### src/rtl/xvdmt_pkg.sv
// Shared types and constants for the XOR-verified direct-mapped table.
// Depends on nothing; every other file of the block uses it.
`timescale 1ns / 1ps
`default_nettype none

package xvdmt_pkg;

  localparam int unsigned INDEX_BITS_DEFAULT = 12;
  localparam int unsigned WORD_BITS          = 64;
  localparam int unsigned SCORE_BITS         = 16;
  localparam int unsigned PACKED_SCORE_BITS  = 2 * SCORE_BITS;

  localparam logic [1:0] CMD_PROBE = 2'd0;
  localparam logic [1:0] CMD_STORE = 2'd1;
  localparam logic [1:0] CMD_CLEAR = 2'd2;

  typedef struct packed {
    logic [1:0]                   command;
    logic [WORD_BITS-1:0]         lookup_key;
    logic signed [SCORE_BITS-1:0] mid_score_in;
    logic signed [SCORE_BITS-1:0] end_score_in;
    logic [WORD_BITS-1:0]         white_mask_in;
    logic [WORD_BITS-1:0]         black_mask_in;
  } request_t;

  typedef struct packed {
    logic                         hit;
    logic signed [SCORE_BITS-1:0] mid_score_out;
    logic signed [SCORE_BITS-1:0] end_score_out;
    logic [WORD_BITS-1:0]         white_mask_out;
    logic [WORD_BITS-1:0]         black_mask_out;
  } response_t;

  // Commands from the controller to the datapath.
  typedef struct packed {
    logic load_item;
    logic mem_write;
    logic sweep_write;
    logic result_zero;
    logic result_probe;
  } ctrl_t;

  // Status from the datapath to the controller.
  typedef struct packed {
    logic [1:0] op;
    logic       sweep_last;
  } status_t;

endpackage

`default_nettype wire

### src/rtl/xvdmt_controller.sv
// Controller state machine: sequences probe, store and the clearing pass.
// Depends on xvdmt_pkg.
`timescale 1ns / 1ps
`default_nettype none

module xvdmt_controller (
  input  wire logic                clk,
  input  wire logic                rst,
  input  wire logic                start,
  input  wire xvdmt_pkg::status_t  status,
  output xvdmt_pkg::ctrl_t         ctrl,
  output logic                     busy
);

  import xvdmt_pkg::*;

  typedef enum logic [1:0] {
    S_SWEEP,
    S_IDLE,
    S_EXEC,
    S_RESP
  } state_t;

  state_t state;
  logic   report;
  logic   accept;

  assign accept = start & ~busy;

  always_ff @(posedge clk) begin
    if (rst) begin
      state  <= S_SWEEP;
      busy   <= 1'b1;
      report <= 1'b0;
    end else begin
      unique case (state)
        S_SWEEP: begin
          if (status.sweep_last) begin
            state  <= S_IDLE;
            busy   <= 1'b0;
            report <= 1'b0;
          end
        end
        S_IDLE: begin
          if (accept) begin
            state <= S_EXEC;
            busy  <= 1'b1;
          end
        end
        S_EXEC: begin
          if (status.op == CMD_CLEAR) begin
            state  <= S_SWEEP;
            report <= 1'b1;
          end else if (status.op == CMD_PROBE) begin
            state <= S_RESP;
            busy  <= 1'b0;
          end else begin
            state <= S_IDLE;
            busy  <= 1'b0;
          end
        end
        S_RESP: begin
          if (accept) begin
            state <= S_EXEC;
            busy  <= 1'b1;
          end else begin
            state <= S_IDLE;
          end
        end
        default: begin
          state <= S_IDLE;
          busy  <= 1'b0;
        end
      endcase
    end
  end

  always_comb begin
    ctrl           = '0;
    ctrl.load_item = accept;
    unique case (state)
      S_SWEEP: begin
        ctrl.sweep_write = 1'b1;
        ctrl.result_zero = status.sweep_last & report;
      end
      S_EXEC: begin
        unique case (status.op)
          CMD_PROBE: ctrl.result_zero = 1'b0;
          CMD_STORE: begin
            ctrl.mem_write   = 1'b1;
            ctrl.result_zero = 1'b1;
          end
          CMD_CLEAR: ctrl.result_zero = 1'b0;
          default:   ctrl.result_zero = 1'b1;
        endcase
      end
      S_RESP:  ctrl.result_probe = 1'b1;
      default: ctrl.result_probe = 1'b0;
    endcase
  end

endmodule

`default_nettype wire

### config.mk
export PLATFORM = sky130hd
export DESIGN_NAME = xvdmt_controller
export DESIGN_NICKNAME = d
export VERILOG_FILES = /design/src/rtl/xvdmt_pkg.sv /design/src/rtl/xvdmt_controller.sv
export SDC_FILE = /design/constraint.sdc
export NUM_CORES = 1
export LEC_CHECK = 0
export BUFFER_PORTS_ARGS = -buffer_cell sky130_fd_sc_hd__buf_4
export CELL_PAD_IN_SITES_DETAIL_PLACEMENT = 0
export CELL_PAD_IN_SITES_GLOBAL_PLACEMENT = 2
export CORE_AREA = 3 3 40 42
export CTS_CLUSTER_DIAMETER = 40
export DETAILED_ROUTE_END_ITERATION = 16
export DIE_AREA = 0 0 43 45
export PLACE_DENSITY = 0.61
export SYNTH_ARGS = -nofsm -noshare
export SYNTH_HDL_FRONTEND = slang
export SYNTH_SLANG_ARGS = --single-unit
### constraint.sdc
create_clock -name clk -period 2.1 [get_ports clk]
set_input_delay 0.42 -clock clk [delete_from_list [all_inputs] [get_ports clk]]
set_output_delay 0.42 -clock clk [all_outputs]
set_load 0.01 [all_outputs]
== Word-level counts from Yosys, hierarchy flattened ==
Index checks and enable logic that the tools add are counted.

* Register bits after elaboration: 4
* Output and inout port bits: 6
* Logic and storage cells: 42

* Equality and inequality tests: 10
* Multiplexer cells: 18
* Bitwise logic cells: 3
* Reduce and logical (&&, ||, !) cells: 8

{| class="wikitable"
|+ Operators with widths
! kind !! count
|-
| 2-bit 2-to-1 mux || 5
|-
| 1-bit 2-to-1 mux || 9
|-
| 2-bit != test, second input constant || 4
|-
| 2-bit case mux with 4 select lines || 1
|-
| 2-bit == test, second input constant || 3
|-
| 3-bit AND reduction || 2
|-
| 2-bit by 1-bit == test with 1-bit output, second input constant || 2
|-
| 2-bit zero test || 2
|-
| 1-bit case mux with 2 select lines || 2
|-
| 2-bit OR reduction || 2
|-
| 1-bit case mux with 3 select lines || 1
|-
| 1-bit AND || 2
|-
| 2-bit by 1-bit != test with 1-bit output, second input constant || 1
|-
| 2-bit AND reduction || 1
|-
| 2-bit nonzero test || 1
|-
| 1-bit NOT || 1
|}

== Longest topological paths before layout ==
Gate-level depths: netlist of run 1.

* Depth in word-level cells: 4
* Depth in mapped cells: 3
* Gate-level depth less buffers: 2

== Worst setup path after synthesis of run 1 ==
Ideal clock, no wire load.

* Kind: register to output
* From: register state[1]
* To: output ctrl[1] (netlist bit)
* Arrival: 0.726 ns
* Data required time: 1.680 ns
* Slack: 0.954 ns
* Cell stages (with the launch flop): 3
* Path buffers: 0
* Cell sequence: dfxtp_1 -> nand3b_1 -> a21oi_1

{| class="wikitable"
|+ RTL lines
! item !! RTL line !! text
|-
| from (decl) || xvdmt_controller.sv:24 || <nowiki>state_t state;</nowiki>
|-
| from (signal assigned) || xvdmt_controller.sv:32 || <nowiki>state <= S_SWEEP;</nowiki>
|-
| from (signal assigned) || xvdmt_controller.sv:39 || <nowiki>state <= S_IDLE;</nowiki>
|-
| from (signal assigned) || xvdmt_controller.sv:46 || <nowiki>state <= S_EXEC;</nowiki>
|-
| to (decl) || xvdmt_controller.sv:11 || <nowiki>output xvdmt_pkg::ctrl_t ctrl,</nowiki>
|}

==> results of run 1 <==
==> where the power goes <==
group	internal, mW	switching, mW
clock	0.0638	0.0296
combinational	0.0267	0.0189
sequential	0.0823	0.00902
total	0.173	0.0575
==> critical path, cell delays in order (launching register included) <==
cell	delay, ps
sky130_fd_sc_hd__dfxtp_1	460
sky130_fd_sc_hd__and4bb_2	260
sky130_fd_sc_hd__buf_4	140
==> metal layers <==
layer | GRT usage | wire length [µm]
met1 | 0.0602 | 264
met2 | 0.105 | 278
met3 | 0.0677 | 55
met4 | 0.0181 | 0
met5 | 0 | 0
==> synth_stat cells <==
cell type	instances
sky130_fd_sc_hd__dfxtp_1	4
sky130_fd_sc_hd__a21oi_1	2
sky130_fd_sc_hd__nand3b_1	2
sky130_fd_sc_hd__nor2_1	2
sky130_fd_sc_hd__a211o_2	1
sky130_fd_sc_hd__a221oi_2	1
sky130_fd_sc_hd__and2_2	1
sky130_fd_sc_hd__and3b_1	1
sky130_fd_sc_hd__and4bb_2	1
sky130_fd_sc_hd__buf_4	1
sky130_fd_sc_hd__buf_6	1
sky130_fd_sc_hd__inv_1	1
sky130_fd_sc_hd__nand2_1	1
sky130_fd_sc_hd__nor2b_1	1
sky130_fd_sc_hd__o21bai_1	1
sky130_fd_sc_hd__o31a_1	1
sky130_fd_sc_hd__o32ai_1	1
sky130_fd_sc_hd__or2_1	1
sky130_fd_sc_hd__or2b_1	1
sky130_fd_sc_hd__or3b_1	1
sky130_fd_sc_hd__or4b_1	1
==> stage by stage <==
step,hold WS [ps],util,worst slack [ps]
after floorplan,460,-,954
after global placement,472,0.264,761
after detailed placement,492,0.264,751
after CTS,374,0.281,577
after global routing,383,0.281,524
final,380,0.281,584
==> flip-flops by register name, summed over array words and instances, names as in the netlist <==
signal	count
report	1
busy	1
state	2
==> area by class of cell <==
cell class	count	area, µm²
fill	135	923
timing repair buffer	11	82.6
clock buffer	3	22.5
inverter	1	3.75
sequential	4	80.1
tap	15	18.8
multi-input combinational	20	154
==> final timing paths <==
check                                              to  slack (ps)
worst min-delay path            state[1]$_SDFFE_PP0P_         380
worst max-delay path                          ctrl[3]         580
worst max register to register  state[1]$_SDFFE_PP0P_         970
worst min register to register    report$_SDFFE_PP0P_         490
==> kinds of logic (layout without fill, tap and decap cells) <==
logic type,Yosys count,after routing,synth area share
AO/OA/AOI/OAI,7,7,0.234
AND/OR/NAND/NOR,13,13,0.366
buffers and inverters,3,15,0.0878
flip-flops,4,4,0.312
==> metrics, run 1 <==
total routing usage reported by global routing=0.0666; total of cells resized after clock tree synthesis=0; weighted congestion at the end of routability-driven global placement=0.657; commonest cells after routing, fill and taps aside=11 x sky130_fd_sc_hd__buf_4, 4 x sky130_fd_sc_hd__dfxtp_1, 3 x sky130_fd_sc_hd__clkbuf_4; post-detailed-placement half-perimeter wirelength=473 µm; total vias in the final route=246; hold path cells=2; cell area after synthesis=256 µm²; final setup violation count=0; startpoint type of the worst setup path=flip-flop; Critical Path Start=state[0]$_SDFFE_PP0P_; endpoints failing hold=0; share of the clock period used by the worst path after layout=0.722; Clk Tree Root Cell=sky130_fd_sc_hd__clkbuf_4; highest clock frequency the design can meet=660 MHz; TritonCTS buffer count=3; number of warnings printed during yosys synthesis=0; number of global-route vias before repair=228; area of the die=0.00194 mm²; maximum vdd drop=0.000387 V; max-cap check violation count=0; placement-stage cell area=339 µm²; H-tree Lvls=1; Post CTS Setup Buffer Count=0; total congestion overflow after global routing=0; endpoint type of the worst setup path=output port; antenna violations before repair=0; Synth Net Count=33; syn_area_per_cell=9.50 µm²; ratio of cells with drive above 1 in the final layout=0.462; distinct cell type count after synthesis=21; deepest clock path buffer count=2; Area Growth Syn to Fin=41.0%; Synth Register Bits=4; horizontal die dimension=43 µm; static power due to leakage=0.150 nW; chip height=45 µm; Via-to-Cell Ratio=4.56; critical register-to-register path startpoint=state[0]$_SDFFE_PP0P_; total DRC errors in the routed layout=0; sequential area share after synthesis=0.312; crit path max fanout=10; total number of nets in the final design=47; synthesized instance count=27; Final Routed Wirelength=598 µm; required arrival time at the worst endpoint=1680 ps; antenna fix cells=0; row count=13; number of ports placed on the die boundary=12; Tot Pwr=0.230 mW; Placed Cells incl. Taps=51; category of the most critical setup path=flip-flop to output port; Sum Neg Setup Slack=0 ps; worst hold path type=input pin to flip-flop; Detailed Routing Iterations Pass 1=1; area of the placeable core=0.00128 mm²; post-route non-filler standard cell count=54; Port Buffers=11; maximum number of pins on one net before global-route repair=11; wire per inst=11.1 µm; count of hold buffers inserted by post-cts repair=0; RSZ-0062 raised after global routing=no; worst reg-to-reg path cell count=2; CTS tree=done; transition time at the pin with the least slew margin=272 ps; DRC violation total after the first TritonRoute iteration=0; result of the run=complete, no violations; clk slew on worst S/H paths=40 ps; largest area contributor in the netlist=sky130_fd_sc_hd__dfxtp_1; final worst path period need=1520 ps; initial cell density of the core=0.200; Hold Startpoint=rst; Worst-Skew Late Latency=230 ps; number of max-slew violations in the final report=0; global-route wire length before repair=897 µm; Final Skew=2.48 ps; antenna-violating nets left=0; most frequent standard cell in the layout excluding fill and tap cells=sky130_fd_sc_hd__buf_4; Sinks on Clock Net=4; tightest slew margin relative to the limit=0.818; WP data arrival=1100 ps; leading cell types by total area after synthesis=sky130_fd_sc_hd__dfxtp_1 31%, sky130_fd_sc_hd__a221oi_2 5.9%, sky130_fd_sc_hd__nand3b_1 5.9%; final instance area=362 µm²; power density cells=637 mW/mm²; Yosys top cell area share=0.312
Note: power is estimated with default switching activity, not from simulation.
==> run 2: changes to the inputs <==
--- a/config.mk
+++ b/config.mk
@@ -12,7 +12,7 @@
 export CTS_CLUSTER_DIAMETER = 40
 export DETAILED_ROUTE_END_ITERATION = 16
 export DIE_AREA = 0 0 43 45
-export PLACE_DENSITY = 0.61
+export PLACE_DENSITY = 0.64
 export SYNTH_ARGS = -nofsm -noshare
 export SYNTH_HDL_FRONTEND = slang
 export SYNTH_SLANG_ARGS = --single-unit
==> constraint.sdc (replaced) <==
create_clock -name clk -period 1.35 [get_ports clk]
set_input_delay 0.27 -clock clk [delete_from_list [all_inputs] [get_ports clk]]
set_output_delay 0.27 -clock clk [all_outputs]
set_load 0.01 [all_outputs]
==> run 2 against run 1 <==
  * Non-clock buffer count did not move
  * First-iteration DRC count grew 3
  * Core utilization grew 0.68 points
  * Critical path type unchanged
==> metrics, run 2 (synthesis gave the netlist of run 1 again) <==
Post CTS Setup Buffer Count=0; Port Buffers=11; H-tree Lvls=1; final instance area=370 µm²; R2R setup slack=250 ps; share of the clock period used by the worst path after layout=0.959; result of the run=complete, no violations; area of the die=0.00194 mm²; number of ports placed on the die boundary=12; row count=13; worst hold path type=input pin to flip-flop; post-detailed-placement half-perimeter wirelength=483 µm; DRC violation total after the first TritonRoute iteration=3; number of global-route vias before repair=227; crit path cell chain=and4bb_2 -> buf_4; endpoints failing hold=0; Area Growth Syn to Fin=44.4%; antenna-violating nets left=0; max-cap check violation count=0; count of hold buffers inserted by post-cts repair=0; maximum vdd drop=0.000256 V; total routing usage reported by global routing=0.0758; WP data arrival=1020 ps; Sinks on Clock Net=4; deepest clock path buffer count=2; chip height=45 µm; tightest slew margin relative to the limit=0.859; Detailed Routing Iterations Pass 1=3; Tot Pwr=0.362 mW; RSZ-0062 raised after global routing=no; placement-stage cell area=339 µm²; Final Routed Wirelength=662 µm; weighted congestion at the end of routability-driven global placement=0.659; Post-Place Setup Slack=212 ps; highest clock frequency the design can meet=773 MHz; global-route wire length before repair=972 µm; crit path max fanout=10; maximum number of pins on one net before global-route repair=11; final worst path period need=1290 ps; final setup violation count=0; Clk Tree Root Cell=sky130_fd_sc_hd__clkbuf_4; largest registers ranked by flip-flop count=state: 2 flops, busy: 1 flops, report: 1 flops; category of the most critical setup path=flip-flop to output port; static power due to leakage=0.151 nW; antenna fix cells=0; Worst Slack Setup Final=56.0 ps; total vias in the final route=243; most frequent standard cell in the layout excluding fill and tap cells=sky130_fd_sc_hd__buf_4; clk slew on worst S/H paths=40 ps; commonest cells after routing, fill and taps aside=11 x sky130_fd_sc_hd__buf_4, 3 x sky130_fd_sc_hd__clkbuf_4, 2 x sky130_fd_sc_hd__nand3b_1, 2 x sky130_fd_sc_hd__nor2_1, 2 x sky130_fd_sc_hd__dfxtp_1; endpoint type of the worst setup path=output port; delay of the slowest critical-path stage=410 ps; ratio of cells with drive above 1 in the final layout=0.538; total number of nets in the final design=47; startpoint type of the worst setup path=flip-flop; total DRC errors in the routed layout=0; Final Skew=2.52 ps; number of flip-flops in the largest register=2; horizontal die dimension=43 µm; Sum Neg Setup Slack=0 ps; fill cell count=145; Via-to-Cell Ratio=4.50; power density cells=977 mW/mm²; largest register by flop count=state; Worst-Skew Late Latency=230 ps; TritonCTS buffer count=3; initial cell density of the core=0.200; area of the placeable core=0.00128 mm²; required arrival time at the worst endpoint=1080 ps; CTS tree=done; transition time at the pin with the least slew margin=210 ps; number of max-slew violations in the final report=0; total congestion overflow after global routing=0; Critical-path top delay cell=sky130_fd_sc_hd__dfxtp_2; antenna violations before repair=0; wire per inst=12.3 µm
run 2: cell counts in the layout (fill, tap and decap cells not counted):
Identical to the previous run, type by type.
run 2: cell type report:
cell class | instances | area (µm²) | share of cell area
Multi-Input combinational cell | 20 | 158 | 0.426
Sequential cell | 4 | 85.1 | 0.230
Timing Repair Buffer | 11 | 82.6 | 0.223
Clock buffer | 3 | 22.5 | 0.0608
Tap cell | 15 | 18.8 | 0.0507
Inverter | 1 | 3.75 | 0.0101
run 2: worst paths after layout:
path                         start                     to  cells past startpoint
max reg2reg  state[0]$_SDFFE_PP0P_  state[1]$_SDFFE_PP0P_                      2
min reg2reg    report$_SDFFE_PP0P_    report$_SDFFE_PP0P_                      2
max          state[0]$_SDFFE_PP0P_                ctrl[3]                      2
min                            rst  state[1]$_SDFFE_PP0P_                      2
run 2: where the power goes:
group          switching [mW]  internal, mW  total [mW]
Sequential             0.0155         0.128       0.143
Combinational          0.0295        0.0418      0.0712
Clock                  0.0480        0.0994       0.147
run 2: through the flow:
step / utilization / std cells / hold slack, ps
6_report: 0.288 / 54 / 230
2_1_floorplan: - / 27 / 339
3_5_place_dp: 0.264 / 51 / 472
5_1_grt: 0.288 / 54 / 226
4_1_cts: 0.283 / 54 / 220
3_3_place_gp: 0.264 / 51 / 468
run 2: worst max-delay path: cells and delay by family (launching register included):
| family | cells | cell delay [ps] |
|---|---|---|
| AND/OR/NAND/NOR | 1 | 240 |
| buffers and inverters | 1 | 140 |
| flip-flops | 1 | 410 |
run 2: what timing repair did:
item	CTS	global route
setup endpoints to repair	2	1
resized for setup	2	2
pin swaps	0	1
run 2: per-layer routing:
metal / global-route usage / part of all wire / up-vias
li1: - / - / 123
met1: 0.0845 / 0.44 / 111
met2: 0.0928 / 0.49 / 7
met3: 0.0398 / 0.045 / 2
met4: 0.0904 / 0.024 / 0
met5: 0 / 0 / -
